## config.mk

```make
export PLATFORM = sky130hd
export DESIGN_NAME = sfec_window_flat
export DESIGN_NICKNAME = d
export VERILOG_FILES = /design/src/hw/rtl/symmetric_fir_edge_clamp_macros.svh /design/src/hw/rtl/sfec_pkg.sv /design/src/hw/rtl/sfec_in_if.sv /design/src/hw/rtl/sfec_window.sv /design/src/flat_wrapper.sv
export SDC_FILE = /design/constraint.sdc
export NUM_CORES = 1
export LEC_CHECK = 0
export BUFFER_PORTS_ARGS = -buffer_cell sky130_fd_sc_hd__buf_4
export CAP_MARGIN = 20
export CORE_MARGIN = 4
export CORE_UTILIZATION = 44
export CTS_BUF_LIST = sky130_fd_sc_hd__clkbuf_2
export DETAILED_ROUTE_END_ITERATION = 6
export HOLD_SLACK_MARGIN = 0.03
export PLACE_DENSITY = 0.71
export SLEW_MARGIN = 20
export SYNTH_ARGS = -nofsm -noshare
export SYNTH_HDL_FRONTEND = slang
export SYNTH_SLANG_ARGS = --single-unit
```

## constraint.sdc

```tcl
create_clock -name clk -period 6.2 [get_ports clk]
set_clock_uncertainty 0.2 [all_clocks]
set_input_delay 1.55 -clock clk [delete_from_list [all_inputs] [get_ports clk]]
set_output_delay 1.55 -clock clk [all_outputs]
set_load 0.01 [all_outputs]
```

## src/hw/rtl/symmetric_fir_edge_clamp_macros.svh

```systemverilog
// assertion macros for the symmetric fir line filter
// no dependencies, included by files that carry concurrent assertions
`ifndef SYMMETRIC_FIR_EDGE_CLAMP_MACROS_SVH
`define SYMMETRIC_FIR_EDGE_CLAMP_MACROS_SVH

// same-cycle implication, checked on every rising edge outside reset
`define SFEC_ASSERT_IMPLY(label, clk, rst_n, ante, cons) \
    label: assert property (@(posedge clk) disable iff (!rst_n) (ante) |-> (cons)) \
        else $error("sfec: same-cycle check failed");

// next-cycle implication, checked on every rising edge outside reset
`define SFEC_ASSERT_NEXT(label, clk, rst_n, ante, cons) \
    label: assert property (@(posedge clk) disable iff (!rst_n) (ante) |=> (cons)) \
        else $error("sfec: next-cycle check failed");

`endif

```

## src/hw/rtl/sfec_pkg.sv

```systemverilog
// shared types and constants for the symmetric fir line filter
// no dependencies
package sfec_pkg;

    localparam int COEF_W    = 16;
    localparam int CFG_IDX_W = 3;
    localparam int FRAC_BITS = 14;
    localparam int ROUND_BIAS = 1 << (FRAC_BITS - 1);

    localparam logic signed [COEF_W-1:0] COEF0_RESET = 16'sd16384;

    // register index of the center coefficient, tap k sits at this plus k
    localparam logic [CFG_IDX_W-1:0] REG_COEF_TAP0 = 3'd0;

    typedef struct packed {
        logic valid;
        logic last;
    } stage_ctl_t;

endpackage

```

## src/hw/rtl/sfec_in_if.sv

```systemverilog
// sample channel: valid/ready handshake with sample and end-of-line flag
// no dependencies
interface sfec_in_if #(
    parameter int SAMPLE_BITS = 16
) ();
    logic                          valid;
    logic                          ready;
    logic signed [SAMPLE_BITS-1:0] sample;
    logic                          end_of_line;

    modport source (output valid, output sample, output end_of_line, input ready);
    modport sink (input valid, input sample, input end_of_line, output ready);
endinterface

```

## src/hw/rtl/sfec_window.sv

```systemverilog
// sample window shift line, line position count and end-of-line flush sequencer
// depends on sfec_pkg and sfec_in_if
module sfec_window #(
    parameter int HALF_TAPS   = 7,
    parameter int SAMPLE_BITS = 16
) (
    input  logic                          clk,
    input  logic                          rst_n,
    sfec_in_if.sink                       samples,
    input  logic                          s1_free,
    output sfec_pkg::stage_ctl_t          s0_ctl,
    output logic signed [SAMPLE_BITS-1:0] window [2*HALF_TAPS+1]
);
    import sfec_pkg::*;

    localparam int WIN   = 2 * HALF_TAPS + 1;
    localparam int CNT_W = $clog2(HALF_TAPS + 1);
    localparam logic [CNT_W-1:0] FULL = CNT_W'(HALF_TAPS);

    logic signed [SAMPLE_BITS-1:0] window_reg [WIN];
    logic signed [SAMPLE_BITS-1:0] window_next [WIN];
    logic [CNT_W-1:0]              fill_reg, fill_next;
    logic [CNT_W-1:0]              rem_reg, rem_next;
    logic [CNT_W-1:0]              nsave_reg, nsave_next;
    logic                          s0_valid_reg, s0_valid_next;
    logic                          s0_last_reg, s0_last_next;
    logic                          s0_free, flushing, accept, flush_step;
    logic                          emit, emit_last;

    assign s0_free       = !s0_valid_reg || s1_free;
    assign flushing      = (rem_reg != '0);
    assign samples.ready = !flushing && s0_free;
    assign accept        = samples.valid && samples.ready;
    assign flush_step    = flushing && s0_free;

    always_comb
    begin
        window_next = window_reg;
        fill_next   = fill_reg;
        rem_next    = rem_reg;
        nsave_next  = nsave_reg;
        emit        = 1'b0;
        emit_last   = 1'b0;
        if (accept)
        begin
            // first sample of a line floods the window: left edge clamp
            for (int i = 0; i < WIN - 1; i++)
            begin
                window_next[i] = (fill_reg == '0) ? samples.sample : window_reg[i+1];
            end
            window_next[WIN-1] = samples.sample;
            emit = (fill_reg == FULL);
            if (samples.end_of_line)
            begin
                fill_next  = '0;
                rem_next   = FULL;
                nsave_next = fill_reg;
            end
            else
            begin
                fill_next = (fill_reg == FULL) ? FULL : fill_reg + 1'b1;
            end
        end
        else if (flush_step)
        begin
            // repeat the last sample: right edge clamp
            for (int i = 0; i < WIN - 1; i++)
            begin
                window_next[i] = window_reg[i+1];
            end
            window_next[WIN-1] = window_reg[WIN-1];
            rem_next  = rem_reg - 1'b1;
            emit      = ((rem_reg - 1'b1) <= nsave_reg);
            emit_last = (rem_reg == CNT_W'(1));
        end
    end

    assign s0_valid_next = (s0_valid_reg && !s1_free) || emit;
    assign s0_last_next  = emit ? emit_last : s0_last_reg;

    always_ff @(posedge clk or negedge rst_n)
    begin
        if (!rst_n)
        begin
            fill_reg     <= '0;
            rem_reg      <= '0;
            nsave_reg    <= '0;
            s0_valid_reg <= 1'b0;
            s0_last_reg  <= 1'b0;
        end
        else
        begin
            fill_reg     <= fill_next;
            rem_reg      <= rem_next;
            nsave_reg    <= nsave_next;
            s0_valid_reg <= s0_valid_next;
            s0_last_reg  <= s0_last_next;
        end
    end

    always_ff @(posedge clk)
    begin
        window_reg <= window_next;
    end

    assign window       = window_reg;
    assign s0_ctl.valid = s0_valid_reg;
    assign s0_ctl.last  = s0_last_reg;

endmodule

```

## src/flat_wrapper.sv

```systemverilog
// flat-port wrapper written by rule: the top's interface ports become plain ports
module sfec_window_flat import sfec_pkg::*;
#(
    parameter int HALF_TAPS   = 7,
    parameter int SAMPLE_BITS = 16
)
  (clk, rst_n, s1_free, s0_ctl, window, samples_valid, samples_sample, samples_end_of_line, samples_ready);
  sfec_in_if #(.SAMPLE_BITS(SAMPLE_BITS)) samples_i ();
  input  logic clk;
  input  logic rst_n;
  input  logic s1_free;
  output sfec_pkg::stage_ctl_t s0_ctl;
  output logic signed [SAMPLE_BITS-1:0] window[2*HALF_TAPS+1];
  input wire logic [$bits(samples_i.valid)-1:0] samples_valid;
  input wire logic [$bits(samples_i.sample)-1:0] samples_sample;
  input wire logic [$bits(samples_i.end_of_line)-1:0] samples_end_of_line;
  output wire logic [$bits(samples_i.ready)-1:0] samples_ready;
  assign samples_i.valid = samples_valid;
  assign samples_i.sample = samples_sample;
  assign samples_i.end_of_line = samples_end_of_line;
  assign samples_ready = samples_i.ready;
  sfec_window #(.HALF_TAPS(HALF_TAPS), .SAMPLE_BITS(SAMPLE_BITS)) u_core (.clk(clk), .rst_n(rst_n), .samples(samples_i), .s1_free(s1_free), .s0_ctl(s0_ctl), .window(window));
endmodule
```

==> impl_metrics.json, run 1 <==
{
  "cap_violations": 0,
  "final_antenna_net_count": 0,
  "seq_area_frac_synth": 0.731,
  "wire_per_inst_um": 19.0,
  "drc": 0,
  "synth_xor_area_frac": 0.000856,
  "fin_setup_tns_ps": 0,
  "dieArea_um2": 25800,
  "fp.coreArea_um2": 22800,
  "viasPerCell": 5.04,
  "max_stage_delay_ps": 230,
  "cts-hold-fix-buffers": 0,
  "synth.avg_cell_area_um2": 16.3,
  "clk_pin_slew_ps": 80,
  "finalHoldViolCount": 0,
  "antenna_found_initial": 1,
  "drtPass1Iterations": 5,
  "gp_congestion": 0.820,
  "synth-adder-area-share": 0.00978,
  "fin_cells": 1254,
  "wirelength_um": 23900,
  "die_w_um": 161,
  "cp-startpoint": "s1_free",
  "synthMuxAreaShare": 0.00318,
  "dp.cells": 1146,
  "cts_tree": "built",
  "power_density_nw_per_um2": 580,
  "ys_ff_latch": 251,
  "min_path_type": "reg -> reg",
  "setup_slack_ps": 2310,
  "first_global_vias": 6366,
  "place_area_um2": 12200,
  "cp_slowest_cell": "nor2b_1",
  "cp.required_ps": 4450,
  "synthTopCellsByArea": "edfxtp_1, a21o_1, dfrtp_1",
  "drt_iter0_markers": 513,
  "ctsResizeCount": 0,
  "synthTopCellsByCount": "edfxtp_1, a21o_1, buf_2, and2_1, buf_6",
  "placement.io_buffers": 263,
  "synth-compound-area-share": 0.173,
  "critPathArrivalTime_ps": 2140,
  "worstSetupStartpointType": "primary input",
  "grt_overflow": 0,
  "synth_most_common_cell": "edfxtp_1",
  "worst_pin_slew_ps": 1020,
  "cts_max_level": 3,
  "fmax_mhz": 257,
  "r2r_start": "u_core.rem_reg[0]",
  "clk-insertion-delay-late_ps": 770,
  "synth_top_area_share": 0.704,
  "endpoint_kind": "output pin",
  "rsz0062_at_grt": "false",
  "area_growth_pct": 25.1,
  "cts_buffer_depth": 3,
  "setup_viol": 0,
  "synth_largest_area_cell": "edfxtp_1",
  "maxSlewViolCount": 0,
  "synth_cells": 627,
  "postLayoutCellArea_um2": 12800,
  "fin_crit_ps": 3890,
  "synth_edf_count": 240,
  "peakVddDrop_mv": 0.537,
  "ys.flop_type": "edfxtp_1",
  "worst_slew_margin_rel": 0.322,
  "largest_reg_flops": 240,
  "path_class": "in -> out",
  "cp_max_fo": 4,
  "dp_hpwl_um": 16000,
  "drive_above_1_share": 0.411,
  "min-delay-start": "u_core.nsave_reg[2]",
  "ios": 264,
  "grt_max_degree": 168,
  "crit_top_cell": "buf_4",
  "pre_cts_ws_ps": 1790,
  "nets": 930,
  "row_count": 55,
  "yosys.area_share.simple": 0.0362,
  "run_status": "completed",
  "synthArstFlopShare": 0.0438,
  "fin_crit_sh": 0.628,
  "synth_top_family_by_area": "compound AO/OA/AOI/OAI gates",
  "yosys.cell_types.count": 34,
  "synthesis.area_um2": 10200,
  "root_buffer": "clkbuf_2",
  "grt_use_total": 0.179,
  "p_leak_uw": 0.00641,
  "grt_pass1_wl_um": 36600,
  "path_cells": "buf_4 -> nor2b_1 -> nor2_1 -> buf_4",
  "clock_sinks": 251,
  "vias": 6326,
  "syn-num-nets": 656,
  "start_util": 0.449,
  "cts_setup_buffers": 0,
  "cts_made_buffers": 66,
  "yosys_warnings": 0,
  "die_h_um": 161
}
power breakdown:
part           internal (uW)  switching [uW]
Clock                    476             651
Combinational           1410            1350
Sequential              3070             480
cells by family (layout without fill, tap and decap cells):
family	after synthesis	after routing
DFF	251	251
adders and majority gates	8	8
buffers and inverters	69	381
and+or+nand+nor	55	55
AOI/OAI and AO/OA	240	240
other	0	2
xor gates and xnor gates	1	1
muxes	3	3
stage by stage:
stage | hold slack (ps) | power, uW | utilization
global placement | 293 | 6290 | 0.537
detailed placement | 300 | 6380 | 0.537
floorplan | 279 | 4840 | -
global route | 315 | 7880 | 0.562
CTS | 291 | 7530 | 0.562
finish | 320 | 7430 | 0.562
per-layer routing:
metal | global-route usage | share of wire | vias up
li1 | - | - | 2934
met1 | 0.243 | 0.44 | 3080
met2 | 0.272 | 0.45 | 288
met3 | 0.0580 | 0.093 | 24
met4 | 0.0649 | 0.015 | 0
met5 | 0 | 0 | -
area by class of cell:
cell class / instances / area (um^2)
multi-input cells: 307 / 2310
repair buffers: 267 / 2000
diodes: 2 / 5.00
fillers: 1885 / 9970
clock inverters: 15 / 123
inverters: 8 / 32.5
well taps: 313 / 392
flip-flops and latches: 251 / 7480
clock buffers: 91 / 455
cells in the final DEF, fill, tap and decap left out, types with 3 or more instances in the layout:
master,count
buf_4,267
edfxtp_1,240
a21o_1,224
clkbuf_2,91
and2_1,22
dfrtp_1,11
and2_4,10
ha_1,8
inv_1,7
a21oi_1,7
clkinv_1,7
nand2_1,4
o21ai_0,4
nor2_1,3
path summary, 6_finish.rpt:
path,endpoint,cells after the start,slack [ps]
max,samples_ready,4,2310
min,u_core.nsave_reg[2],1,320
max in group asynchronous,u_core.fill_reg[0],1,5190
max reg2reg,u_core.window[126],8,2670
min in group asynchronous,u_core.s0_valid_reg,1,430
min reg2reg,u_core.nsave_reg[2],1,320
worst max-delay path, delay by kind of cell:
kind                   cells  cell delay (ps)
buffers and inverters      2              260
AND/OR/NAND/NOR            2              320
Note: power is estimated with default switching activity, not from simulation.
==> inputs of run 2 (changes only) <==
- PLACE_DENSITY: 0.71 -> 0.68
- clock period: 6.2 -> 3.95 ns (I/O delays scaled with it)
==> run 2 against run 1 <==
Against the previous run: core utilization increased by 0.63 points; routed wire length decreased by 1.1%; flip-flop and latch count did not move; clock power increased by 50%; count of clock-buffer cells in the layout is 4 higher; critical path depth grew 4; register-to-register slack got worse by 1700 ps; first-iteration DRC count down 16%; critical endpoint is now u_core.window[178].
==> impl_metrics.json, run 2 (synthesis gave the netlist of run 1 again) <==
{
  "multi_input_area_um2": 2310,
  "die_w_um": 161,
  "r2r_slack_ps": 930,
  "endpoint_kind": "register",
  "fmax_mhz": 331,
  "worst_slew_margin_rel": 0.544,
  "root_buffer": "clkbuf_2",
  "grt_pass1_wl_um": 36000,
  "worst_pin_slew_ps": 685,
  "crit_end": "u_core.window[178]",
  "viasPerCell": 5.04,
  "fin_setup_tns_ps": 0,
  "path_class": "reg -> reg",
  "seqCellArea_um2": 7480,
  "final_common_cell": "buf_4",
  "cts_buffer_depth": 3,
  "vias": 6388,
  "p_leak_uw": 0.00650,
  "worstRegToRegCells": 8,
  "cts_max_level": 3,
  "dieArea_um2": 25800,
  "rsz0062_at_grt": "false",
  "wirelength_um": 23600,
  "fp.coreArea_um2": 22800,
  "clk-insertion-delay-late_ps": 760,
  "fin_crit_sh": 0.764,
  "placement.io_buffers": 263,
  "clock_sinks": 251,
  "min_path_type": "in -> reg",
  "row_count": 55,
  "cts_made_buffers": 66,
  "gp_congestion": 0.817,
  "grt_overflow": 0,
  "largest_reg_flops": 240,
  "fill_cells": 1903,
  "drt_iter0_markers": 431,
  "fin_hold_ws_ps": 272,
  "drtPass1Iterations": 5,
  "cp_max_fo": 69,
  "mostFrequentLayoutCells": "buf_4, edfxtp_1, a21o_1",
  "wire_per_inst_um": 18.6,
  "critPathArrivalTime_ps": 3300,
  "area_growth_pct": 26.5,
  "nets": 940,
  "peakVddDrop_mv": 0.657,
  "setup_viol": 0,
  "first_global_vias": 6311,
  "dp_hpwl_um": 16400,
  "r2r_start": "u_core.rem_reg[0]",
  "drc": 0,
  "start_util": 0.449,
  "worst_r2r_endpoint": "u_core.window[178]",
  "run_status": "completed",
  "final_antenna_net_count": 0,
  "grt_use_total": 0.176,
  "power_density_nw_per_um2": 901,
  "cts_tree": "built",
  "grt_max_degree": 79,
  "cap_violations": 0,
  "finalHoldViolCount": 0,
  "die_h_um": 161,
  "ios": 264,
  "drive_above_1_share": 0.416,
  "cp-startpoint": "u_core.rem_reg[0]",
  "clk_pin_slew_ps": 80,
  "worstSetupStartpointType": "register",
  "fin_crit_ps": 3020,
  "antenna_found_initial": 2,
  "cp.required_ps": 4230,
  "cts_setup_buffers": 0,
  "maxSlewViolCount": 0,
  "postLayoutCoreUtil": 0.568
}
run 2: cell count changes in the layout (fill, tap and decap cells not counted), sizes merged:
cell	delta
buf	+9
bufinv	-1
clkbuf	+4
clkinv	-1
clkinvlp	-1
diode	+1
dlygate4sd3	+1
inv	+1
run 2: layer usage:
metal / track usage / up-vias / part of all wire
li1: - / 2973 / -
met1: 0.238 / 3126 / 0.44
met2: 0.272 / 267 / 0.46
met3: 0.0611 / 22 / 0.091
met4: 0.0501 / 0 / 0.013
met5: 0 / - / 0
run 2: timing repair:
item                       in CTS  in global routing
hold buffers                    1                  0
setup endpoints to repair       0                  0
hold endpoints to repair       11                  0
gates resized for setup         0                  0
run 2: area by class of cell:
| type | count | area share |
|---|---|---|
| timing repair buffer | 277 | 0.168 |
| tap | 313 | 0.0302 |
| antenna | 3 | 0.000580 |
| clock buffer | 95 | 0.0367 |
| clock inverter | 13 | 0.00609 |
| sequential | 251 | 0.578 |
| inverter | 8 | 0.00251 |
| multi-input combinational | 307 | 0.178 |
run 2: worst min path at each step:
stage	startpoint	endpoint	slack, ps	cells past startpoint
floorplan	u_core.nsave_reg[2]	u_core.nsave_reg[2]	280	1
global placement	u_core.nsave_reg[2]	u_core.nsave_reg[2]	290	1
detailed placement	u_core.nsave_reg[2]	u_core.nsave_reg[2]	300	1
CTS	samples_end_of_line	u_core.fill_reg[2]	170	2
global route	samples_end_of_line	u_core.fill_reg[2]	170	2
finish	samples_end_of_line	u_core.fill_reg[2]	270	2
run 2: where the power goes:
part / switching (uW) / internal, uW
combinational: 2130 / 2290
sequential: 748 / 4810
clock: 1000 / 700
run 2: through the flow:
stage          instance area (um^2)  power [uW]  worst slack [ps]  std cells
6_report                      12900       11700               932       1267
5_1_grt                       12900       12400               751       1267
4_1_cts                       12900       11800               816       1264
3_5_place_dp                  12400       10100               686       1155
3_3_place_gp                  12400        9940               742       1155
2_1_floorplan                 10200        7540               475        627
run 2: critical path, stage by stage (launching register included):
cell     delay [ps]
dfrtp_1         440
inv_1           100
ha_1            190
nor2b_2         220
nand3_2         210
inv_4           390
nand2_8         360
buf_12          330
a21o_1          190
