File: src/hw/rtl/symmetric_fir_edge_clamp_macros.svh
// assertion macros for the symmetric fir line filter
// no dependencies, included by files that carry concurrent assertions
`ifndef SYMMETRIC_FIR_EDGE_CLAMP_MACROS_SVH
`define SYMMETRIC_FIR_EDGE_CLAMP_MACROS_SVH

// same-cycle implication, checked on every rising edge outside reset
`define SFEC_ASSERT_IMPLY(label, clk, rst_n, ante, cons) \
    label: assert property (@(posedge clk) disable iff (!rst_n) (ante) |-> (cons)) \
        else $error("sfec: same-cycle check failed");

// next-cycle implication, checked on every rising edge outside reset
`define SFEC_ASSERT_NEXT(label, clk, rst_n, ante, cons) \
    label: assert property (@(posedge clk) disable iff (!rst_n) (ante) |=> (cons)) \
        else $error("sfec: next-cycle check failed");

`endif

File: src/hw/rtl/sfec_pkg.sv
// shared types and constants for the symmetric fir line filter
// no dependencies
package sfec_pkg;

    localparam int COEF_W    = 16;
    localparam int CFG_IDX_W = 3;
    localparam int FRAC_BITS = 14;
    localparam int ROUND_BIAS = 1 << (FRAC_BITS - 1);

    localparam logic signed [COEF_W-1:0] COEF0_RESET = 16'sd16384;

    // register index of the center coefficient, tap k sits at this plus k
    localparam logic [CFG_IDX_W-1:0] REG_COEF_TAP0 = 3'd0;

    typedef struct packed {
        logic valid;
        logic last;
    } stage_ctl_t;

endpackage

File: src/hw/rtl/sfec_out_if.sv
// result channel: valid/ready handshake with filtered sample and last flag
// no dependencies
interface sfec_out_if #(
    parameter int SAMPLE_BITS = 16
) ();
    logic                          valid;
    logic                          ready;
    logic signed [SAMPLE_BITS-1:0] filtered;
    logic                          last_of_line;

    modport source (output valid, output filtered, output last_of_line, input ready);
    modport sink (input valid, input filtered, input last_of_line, output ready);
endinterface

File: src/hw/rtl/sfec_sum.sv
// product sum, round half up, shift by the fraction bits, saturate, result register
// depends on sfec_pkg and sfec_out_if
module sfec_sum #(
    parameter int HALF_TAPS   = 7,
    parameter int SAMPLE_BITS = 16
) (
    input  logic                                         clk,
    input  logic                                         rst_n,
    input  sfec_pkg::stage_ctl_t                         s1_ctl,
    input  logic signed [sfec_pkg::COEF_W+SAMPLE_BITS:0] prod [HALF_TAPS+1],
    output logic                                         s2_free,
    sfec_out_if.source                                   results
);
    import sfec_pkg::*;

    localparam int PROD_W = COEF_W + SAMPLE_BITS + 1;
    localparam int ACC_W  = PROD_W + $clog2(HALF_TAPS + 1);
    localparam int SH_W   = ACC_W + 1 - FRAC_BITS;
    localparam logic signed [SAMPLE_BITS-1:0] SAT_MAX = {1'b0, {(SAMPLE_BITS-1){1'b1}}};
    localparam logic signed [SAMPLE_BITS-1:0] SAT_MIN = {1'b1, {(SAMPLE_BITS-1){1'b0}}};

    logic signed [ACC_W-1:0]       acc;
    logic signed [ACC_W:0]         rnd;
    logic        [SH_W-1:0]        sh;
    logic        [SH_W-SAMPLE_BITS:0] top_bits;
    logic signed [SAMPLE_BITS-1:0] sat;
    logic signed [SAMPLE_BITS-1:0] filtered_reg;
    logic                          valid_reg, last_reg;
    logic                          s1_adv;

    always_comb
    begin
        acc = '0;
        for (int k = 0; k <= HALF_TAPS; k++)
        begin
            acc = acc + ACC_W'(prod[k]);
        end
        rnd      = (ACC_W+1)'(acc) + (ACC_W+1)'(ROUND_BIAS);
        sh       = rnd[ACC_W:FRAC_BITS];
        top_bits = sh[SH_W-1:SAMPLE_BITS-1];
        if ((&top_bits) || !(|top_bits))
        begin
            sat = sh[SAMPLE_BITS-1:0];
        end
        else
        begin
            sat = sh[SH_W-1] ? SAT_MIN : SAT_MAX;
        end
    end

    assign s2_free = !valid_reg || results.ready;
    assign s1_adv  = s1_ctl.valid && s2_free;

    always_ff @(posedge clk or negedge rst_n)
    begin
        if (!rst_n)
        begin
            valid_reg <= 1'b0;
            last_reg  <= 1'b0;
        end
        else if (s1_adv)
        begin
            valid_reg <= 1'b1;
            last_reg  <= s1_ctl.last;
        end
        else if (results.ready)
        begin
            valid_reg <= 1'b0;
        end
    end

    always_ff @(posedge clk)
    begin
        if (s1_adv)
        begin
            filtered_reg <= sat;
        end
    end

    assign results.valid        = valid_reg;
    assign results.filtered     = filtered_reg;
    assign results.last_of_line = last_reg;

endmodule

File: src/flat_wrapper.sv
// flat-port wrapper written by rule: the top's interface ports become plain ports
module sfec_sum_flat import sfec_pkg::*;
#(
    parameter int HALF_TAPS   = 7,
    parameter int SAMPLE_BITS = 16
)
  (clk, rst_n, s1_ctl, prod, s2_free, results_valid, results_filtered, results_last_of_line, results_ready);
  sfec_out_if #(.SAMPLE_BITS(SAMPLE_BITS)) results_i ();
  input  logic clk;
  input  logic rst_n;
  input  sfec_pkg::stage_ctl_t s1_ctl;
  input  logic signed [sfec_pkg::COEF_W+SAMPLE_BITS:0] prod[HALF_TAPS+1];
  output logic s2_free;
  output wire logic [$bits(results_i.valid)-1:0] results_valid;
  output wire logic [$bits(results_i.filtered)-1:0] results_filtered;
  output wire logic [$bits(results_i.last_of_line)-1:0] results_last_of_line;
  input wire logic [$bits(results_i.ready)-1:0] results_ready;
  assign results_valid = results_i.valid;
  assign results_filtered = results_i.filtered;
  assign results_last_of_line = results_i.last_of_line;
  assign results_i.ready = results_ready;
  sfec_sum #(.HALF_TAPS(HALF_TAPS), .SAMPLE_BITS(SAMPLE_BITS)) u_core (.clk(clk), .rst_n(rst_n), .s1_ctl(s1_ctl), .prod(prod), .s2_free(s2_free), .results(results_i));
endmodule
File: config.mk
export PLATFORM = sky130hd
export DESIGN_NAME = sfec_sum_flat
export DESIGN_NICKNAME = d
export VERILOG_FILES = /design/src/hw/rtl/symmetric_fir_edge_clamp_macros.svh /design/src/hw/rtl/sfec_pkg.sv /design/src/hw/rtl/sfec_out_if.sv /design/src/hw/rtl/sfec_sum.sv /design/src/flat_wrapper.sv
export SDC_FILE = /design/constraint.sdc
export NUM_CORES = 1
export LEC_CHECK = 0
export BUFFER_PORTS_ARGS = -buffer_cell sky130_fd_sc_hd__buf_4
export CORE_ASPECT_RATIO = 1.4
export CORE_MARGIN = 5
export CORE_UTILIZATION = 54
export DETAILED_ROUTE_END_ITERATION = 12
export GPL_TIMING_DRIVEN = 0
export PLACE_DENSITY = 0.88
export RECOVER_POWER = 25
export SLEW_MARGIN = 20
export SYNTH_ARGS = -nofsm -noshare
export SYNTH_HDL_FRONTEND = slang
export SYNTH_SLANG_ARGS = --single-unit
export TNS_END_PERCENT = 100
File: constraint.sdc
create_clock -name clk -period 1.6 [get_ports clk]
set_input_delay 0 -clock clk [delete_from_list [all_inputs] [get_ports clk]]
set_output_delay 0 -clock clk [all_outputs]
set_load 0.05 [all_outputs]
==> reports/qor.csv, run 1 <==
metric;value;unit
first-pass GRT wire length;39500;µm
hold slack;0.0276;ns
EDFF count, synth;16;
CTS max path bufs;2;
H-tree depth;1;
met1 usage;27.4;%
IO Port Bufs;287;
Placer Congestion;0.896;
endpoints failing setup;16;
synth top area cells;fa_1 39%, ha_1 9.7%, inv_1 9.2%;
Routed WL;24600;µm
Post-synth top flop;edfxtp_1;
ANT nets after route;0;
biggest area consumer among synthesized cells;fa_1;
share of cells above drive strength 1;34.7;%
count of cell types in the netlist;71;
HP Class;in -> reg;
post-synth net total;1449;
Top Ports;288;
achievable frequency;0.119;GHz
Clock Tree Root;clkbuf_16;
crit path kind;in -> reg;
crit path max fanout;6;
CTS tree;built;
Layout Cells excl Fill;1486;
post-detail-place hpwl;20800;µm
Synth async-reset ratio;11.1;%
Filler cells;1064;
Max Slew Vio Count;0;
met2 usage;49.8;%
gr usage total;25.8;%
worst slew pin tran;0.707;ns
diode count;0;
Worst-Skew Late Latency;0.25;ns
Syn Inst Count;944;
global route overflow;0;
count leader, synth;inv_1;
number of flip-flops in the largest register;16;
Die W;117;µm
crit path buf inv count;7;
number of DRC markers in iteration 0;396;
synth-to-layout area growth;39.8;%
CP endpoint kind;flip-flop;
Critical Path Max Stage Delay;0.55;ns
wire per inst;16.5;µm
Synth top area share;39.2;%
largest net degree at the start of global routing;18;
FF+latch area;531;µm²
reg-to-reg startpoint;u_core.results.valid$_DFFE_PN0P_;
status;finished, violations left;
CP Launch Point;prod[166];
antenna violations before repair;0;
RSZ-0062 raised after global routing;true;
Post-Syn Area;0.00862;mm²
hold_sp;results_ready;
# DRC;0;
failing checks;negative setup slack;
max cap viols;0;
register area share after synthesis;6.15;%
number of global-route vias before repair;9026;
CP max-delay cell;fa_1;
Vias;8275;
commonest cells in the netlist;211 x inv_1, 169 x fa_1, 67 x ha_1;
CP delay by family, top;compound AO/OA/AOI/OAI gates;
DRT Pass-1 Iters;5;
fin nets;1796;
critical path arrival;8.40;ns
Num CTS Buffers;3;
vias per cell;5.57;
Yosys reg bits;18;
minimum clock period;8.40;ns
met3 Track Usage GR;2.89;%
Placed Cells;1427;
Final WS setup;-6.80;ns
core area;0.0157;mm²
worst path required time;1.60;ns
Setup Skew;0.00111;ns
height of the die;160;µm
Worst-path clk slew;0.05;ns
Ys Warns;0;
Fin. Hold Viols;0;
Mean Syn Cell Area;9.13;µm²
fin crit share;525;%
crit path launch type;input port;
area occupied by multi-input gates;0.00772;mm²
gr busiest metal;met2;
die area;0.0186;mm²
row cnt;54;
CTS sink cnt;18;
slew margin rel.;52.1;%
Initial Util;55.0;%
cells by family after synthesis:
kind of cell | synth area share, %
AND/OR/NAND/NOR | 12.0
XOR/XNOR | 6.30
multiplexers | 0.624
buffers and inverters | 10.0
flip-flops | 6.15
adder cells (fa/ha/maj) | 49.0
AO/OA/AOI/OAI | 16.0
placed cells by master, fill, tap and decap left out, drive strengths merged, types with 6 or more instances in the layout:
master and count:
buf 340, inv 211, fa 169, a21oi 72, ha 67, nor2 40
nand2 40, xnor2 34, a21o 29, xor2 28, nand3 27, o21ai 25
nor3 19, edfxtp 16, clkbuf 16, o21bai 14, and3 12, nand2b 7
o21a 7, a31oi 7, o211ai 6, nand4 6, and2 6, or3 6
stage by stage:
stage          worst slack, ns  util (%)  instance area (µm²)  TNS, ns
6_report                 -6.80      76.9                12000  -107.24
5_1_grt                  -7.12      76.9                12000  -112.27
4_1_cts                  -6.74      75.4                11800  -106.53
3_5_place_dp             -7.44      71.5                11200  -117.01
3_3_place_gp             -7.22      71.5                11200  -113.78
2_1_floorplan            -6.47         -                 8810  -102.06
worst paths after layout:
path | end | slack, ns | depth (start not counted)
setup / recovery | u_core.results.filtered[0]$_DFFE_PP_ | -6.80 | 37
hold / removal | u_core.results.valid$_DFFE_PN0P_ | 0.03 | 3
setup reg to reg | u_core.results.last_of_line$_DFFE_PN0P_ | 0.35 | 3
hold reg to reg | u_core.results.last_of_line$_DFFE_PN0P_ | 0.52 | 1
max in group asynchronous | u_core.results.valid$_DFFE_PN0P_ | 1.40 | 2
min in group asynchronous | u_core.results.last_of_line$_DFFE_PN0P_ | 0.07 | 2
worst min-delay path, cell delays in order:
cell      delay, ns
buf_4          0.07
nand2b_4       0.11
nand2b_1       0.05
cell type report:
| cell class | instances | area share (%) |
|---|---|---|
| timing repair buffer | 346 | 21.7 |
| buffer | 9 | 0.478 |
| clock buffer | 4 | 0.737 |
| tap | 196 | 2.04 |
| sequential | 18 | 4.40 |
| multi-input combinational | 702 | 64.1 |
| inverter | 211 | 6.59 |
metal layers:
| metal | up-vias | part of all wire [%] |
|---|---|---|
| met5 | - | 0 |
| met4 | 0 | 4.3 |
| met3 | 90 | 7.2 |
| met2 | 368 | 56 |
| met1 | 4004 | 32 |
| li1 | 3813 | - |
timing repair:
item                                   4_1_cts  5_1_grt
hold buffers                                 3        0
setup buffers                               37       19
endpoints found under the hold margin        4        0
resized for setup                           47       35
gates cloned                                 1        0
setup endpoints to repair                   16       16
pin swaps                                   41       36
Power of run 1 is left out: the tool's default activity adds up to more than one toggle a clock period on the data nets, which glitch-free logic cannot reach.
==> run 2: changes to the inputs <==
--- a/config.mk
+++ b/config.mk
@@ -8,10 +8,10 @@
 export BUFFER_PORTS_ARGS = -buffer_cell sky130_fd_sc_hd__buf_4
 export CORE_ASPECT_RATIO = 1.4
 export CORE_MARGIN = 5
-export CORE_UTILIZATION = 54
+export CORE_UTILIZATION = 48
 export DETAILED_ROUTE_END_ITERATION = 12
 export GPL_TIMING_DRIVEN = 0
-export PLACE_DENSITY = 0.88
+export PLACE_DENSITY = 0.83
 export RECOVER_POWER = 25
 export SLEW_MARGIN = 20
 export SYNTH_ARGS = -nofsm -noshare
==> constraint.sdc (replaced) <==
create_clock -name clk -period 6.99 [get_ports clk]
set_input_delay 0 -clock clk [delete_from_list [all_inputs] [get_ports clk]]
set_output_delay 0 -clock clk [all_outputs]
set_load 0.05 [all_outputs]
==> run 2 against run 1 <==
Net effect:
- the run still ends with negative setup slack left
- flip-flop and latch count did not move
- first-iteration DRC count fell by 31%
- non-clock buffer count fell by 7
- routed wire length fell by 2.6%
- clock-buffer cell count did not move
- register-to-register slack improved by 5.0 ns
==> reports/qor.csv, run 2 (synthesis results as in run 1) <==
metric;value;unit;change
Placed Cells;1471;;was 1,427
status;finished, violations left;;unchanged
commonest cells after routing, fill and taps aside;321 x buf_4, 209 x inv_1, 167 x fa_1;;was 329 x buf_4, 208 x inv_1, 167 x fa_1
met2 usage;45.6;%;was 49.8%
Fin. Hold Viols;0;;unchanged
met1 usage;23.8;%;was 27.4%
critical path arrival;8.51;ns;was 8.40 ns
DRT Pass-1 Iters;4;;was 5
gr busiest metal;met2;;unchanged
largest net degree at the start of global routing;18;;unchanged
fin nets;1789;;was 1,796
area occupied by multi-input gates;0.00781;mm²;was 0.00772 mm²
crit path kind;in -> reg;;unchanged
number of global-route vias before repair;8940;;was 9,026
Final WS setup;-1.53;ns;was -6.80 ns
achievable frequency;0.117;GHz;
Critical Path Max Stage Delay;0.61;ns;was 0.55 ns
Initial Util;48.3;%;was 55.0%
CTS sink cnt;18;;unchanged
synth-to-layout area growth;40.6;%;was 39.8%
Worst-Skew Late Latency;0.25;ns;about the same
Filler cells;1411;;was 1,064
Num CTS Buffers;3;;unchanged
Top Ports;288;;unchanged
Worst-path clk slew;0.05;ns;about the same
Max Slew Vio Count;0;;unchanged
crit path capture;u_core.results.filtered[2]$_DFFE_PP_;;was u_core.results.filtered[0]$_DFFE_PP_
RR Endpoint;u_core.results.last_of_line$_DFFE_PN0P_;;unchanged
gr usage total;22.7;%;was 25.8%
Total Neg Setup Slack;-22.75;ns;was -107.24 ns
crit path launch type;input port;;unchanged
fin crit share;122;%;
Die W;123;µm;was 117 µm
slew margin rel.;50.3;%;was 52.1%
Clock Tree Root;clkbuf_16;;unchanged
max cap viols;0;;unchanged
most common cell after layout, fill and taps aside;buf_4;;unchanged
reg-to-reg startpoint;u_core.results.valid$_DFFE_PN0P_;;unchanged
Vias;8001;;was 8,275
dpl cell area;0.0113;mm²;was 0.0112 mm²
Placer Congestion;0.894;;was 0.896
H-tree depth;1;;unchanged
R2R Setup Slk;5.32;ns;was 0.35 ns
antenna violations before repair;0;;unchanged
vias per cell;5.25;;was 5.57
fin util;67.9;%;was 76.9%
wire per inst;15.7;µm;was 16.5 µm
number of DRC markers in iteration 0;275;;was 396
die area;0.0208;mm²;was 0.0186 mm²
height of the die;169;µm;was 160 µm
CP max-delay cell;fa_2;;was fa_1
CP endpoint kind;flip-flop;;unchanged
Layout Cells excl Fill;1523;;was 1,486
post-detail-place hpwl;20600;µm;was 20,800 µm
row cnt;58;;was 54
number of flip-flops in the largest register;16;;unchanged
Setup Skew;0.00382;ns;was 0.00111 ns
minimum clock period;8.52;ns;
CTS max path bufs;2;;unchanged
share of cells above drive strength 1;34.7;%;about the same
core area;0.0179;mm²;was 0.0157 mm²
failing checks;negative setup slack;;unchanged
# DRC;0;;unchanged
endpoints failing setup;16;;unchanged
CP Launch Point;prod[233];;was prod[166]
diode count;0;;unchanged
Routed WL;23900;µm;was 24,600 µm
met3 Track Usage GR;2.71;%;was 2.89%
HP Class;in -> async;;was in -> reg
IO Port Bufs;287;;unchanged
worst path required time;6.98;ns;was 1.60 ns
Final Cell Area;0.0121;mm²;was 0.0120 mm²
CTS tree;built;;unchanged
FF+latch area;531;µm²;unchanged
worst slew pin tran;0.746;ns;was 0.707 ns
crit path max fanout;4;;was 6
ANT nets after route;0;;unchanged
global route overflow;0;;unchanged
RSZ-0062 raised after global routing;true;;unchanged
worst r2r path cells;3;;unchanged
first-pass GRT wire length;39000;µm;was 39,500 µm
most frequent CP cell;a21oi_2;;
-- run 2: worst min-delay path by stage --
stage | from | to | cells after the start
global route | rst_n | u_core.results.last_of_line$_DFFE_PN0P_ | 2
floorplan | rst_n | u_core.results.last_of_line$_DFFE_PN0P_ | 0
detailed placement | rst_n | u_core.results.valid$_DFFE_PN0P_ | 1
global placement | rst_n | u_core.results.valid$_DFFE_PN0P_ | 1
CTS | rst_n | u_core.results.last_of_line$_DFFE_PN0P_ | 2
finish | rst_n | u_core.results.last_of_line$_DFFE_PN0P_ | 2
-- run 2: worst max-delay path: cells and delay by family --
kind | cells | cell delay, ns
fa+ha+maj | 6 | 2.66
buf+inv | 5 | 0.55
mux | 1 | 0.25
simple gates | 5 | 1.55
xor+xnor | 1 | 0.23
compound gates | 19 | 3.25
-- run 2: cell type report --
type / instances / area share, %
plain buffers: 11 / 0.640
clock buffers: 4 / 0.650
inverters: 211 / 6.55
multi-input cells: 702 / 64.4
flip-flops and latches: 18 / 4.38
well taps: 240 / 2.48
repair buffers: 337 / 20.9
-- run 2: per-layer routing --
layer	share of wire, %	wire length, µm
met3	6.1	1460
met2	57	13500
met4	3.0	711
met1	34	8200
met5	0	0
-- run 2: through the flow --
stage / hold slack, ns / setup WS [ns]
after global placement: -0.217 / -1.87
after detailed placement: -0.217 / -2.05
after CTS: 0.0688 / -1.36
final: 0.0750 / -1.53
after floorplan: -0.296 / -1.08
after global routing: 0.0915 / -1.91
-- run 2: repair_timing --
| item | 4_1_cts | 5_1_grt |
|---|---|---|
| gates cloned | 1 | 0 |
| hold buffers | 3 | 0 |
| resized for setup | 45 | 52 |
| endpoints found under the setup margin | 16 | 16 |
| pin swaps | 35 | 37 |
| setup buffers | 35 | 12 |
| hold endpoints to repair | 4 | 0 |
Power of run 2 is left out for the same reason.
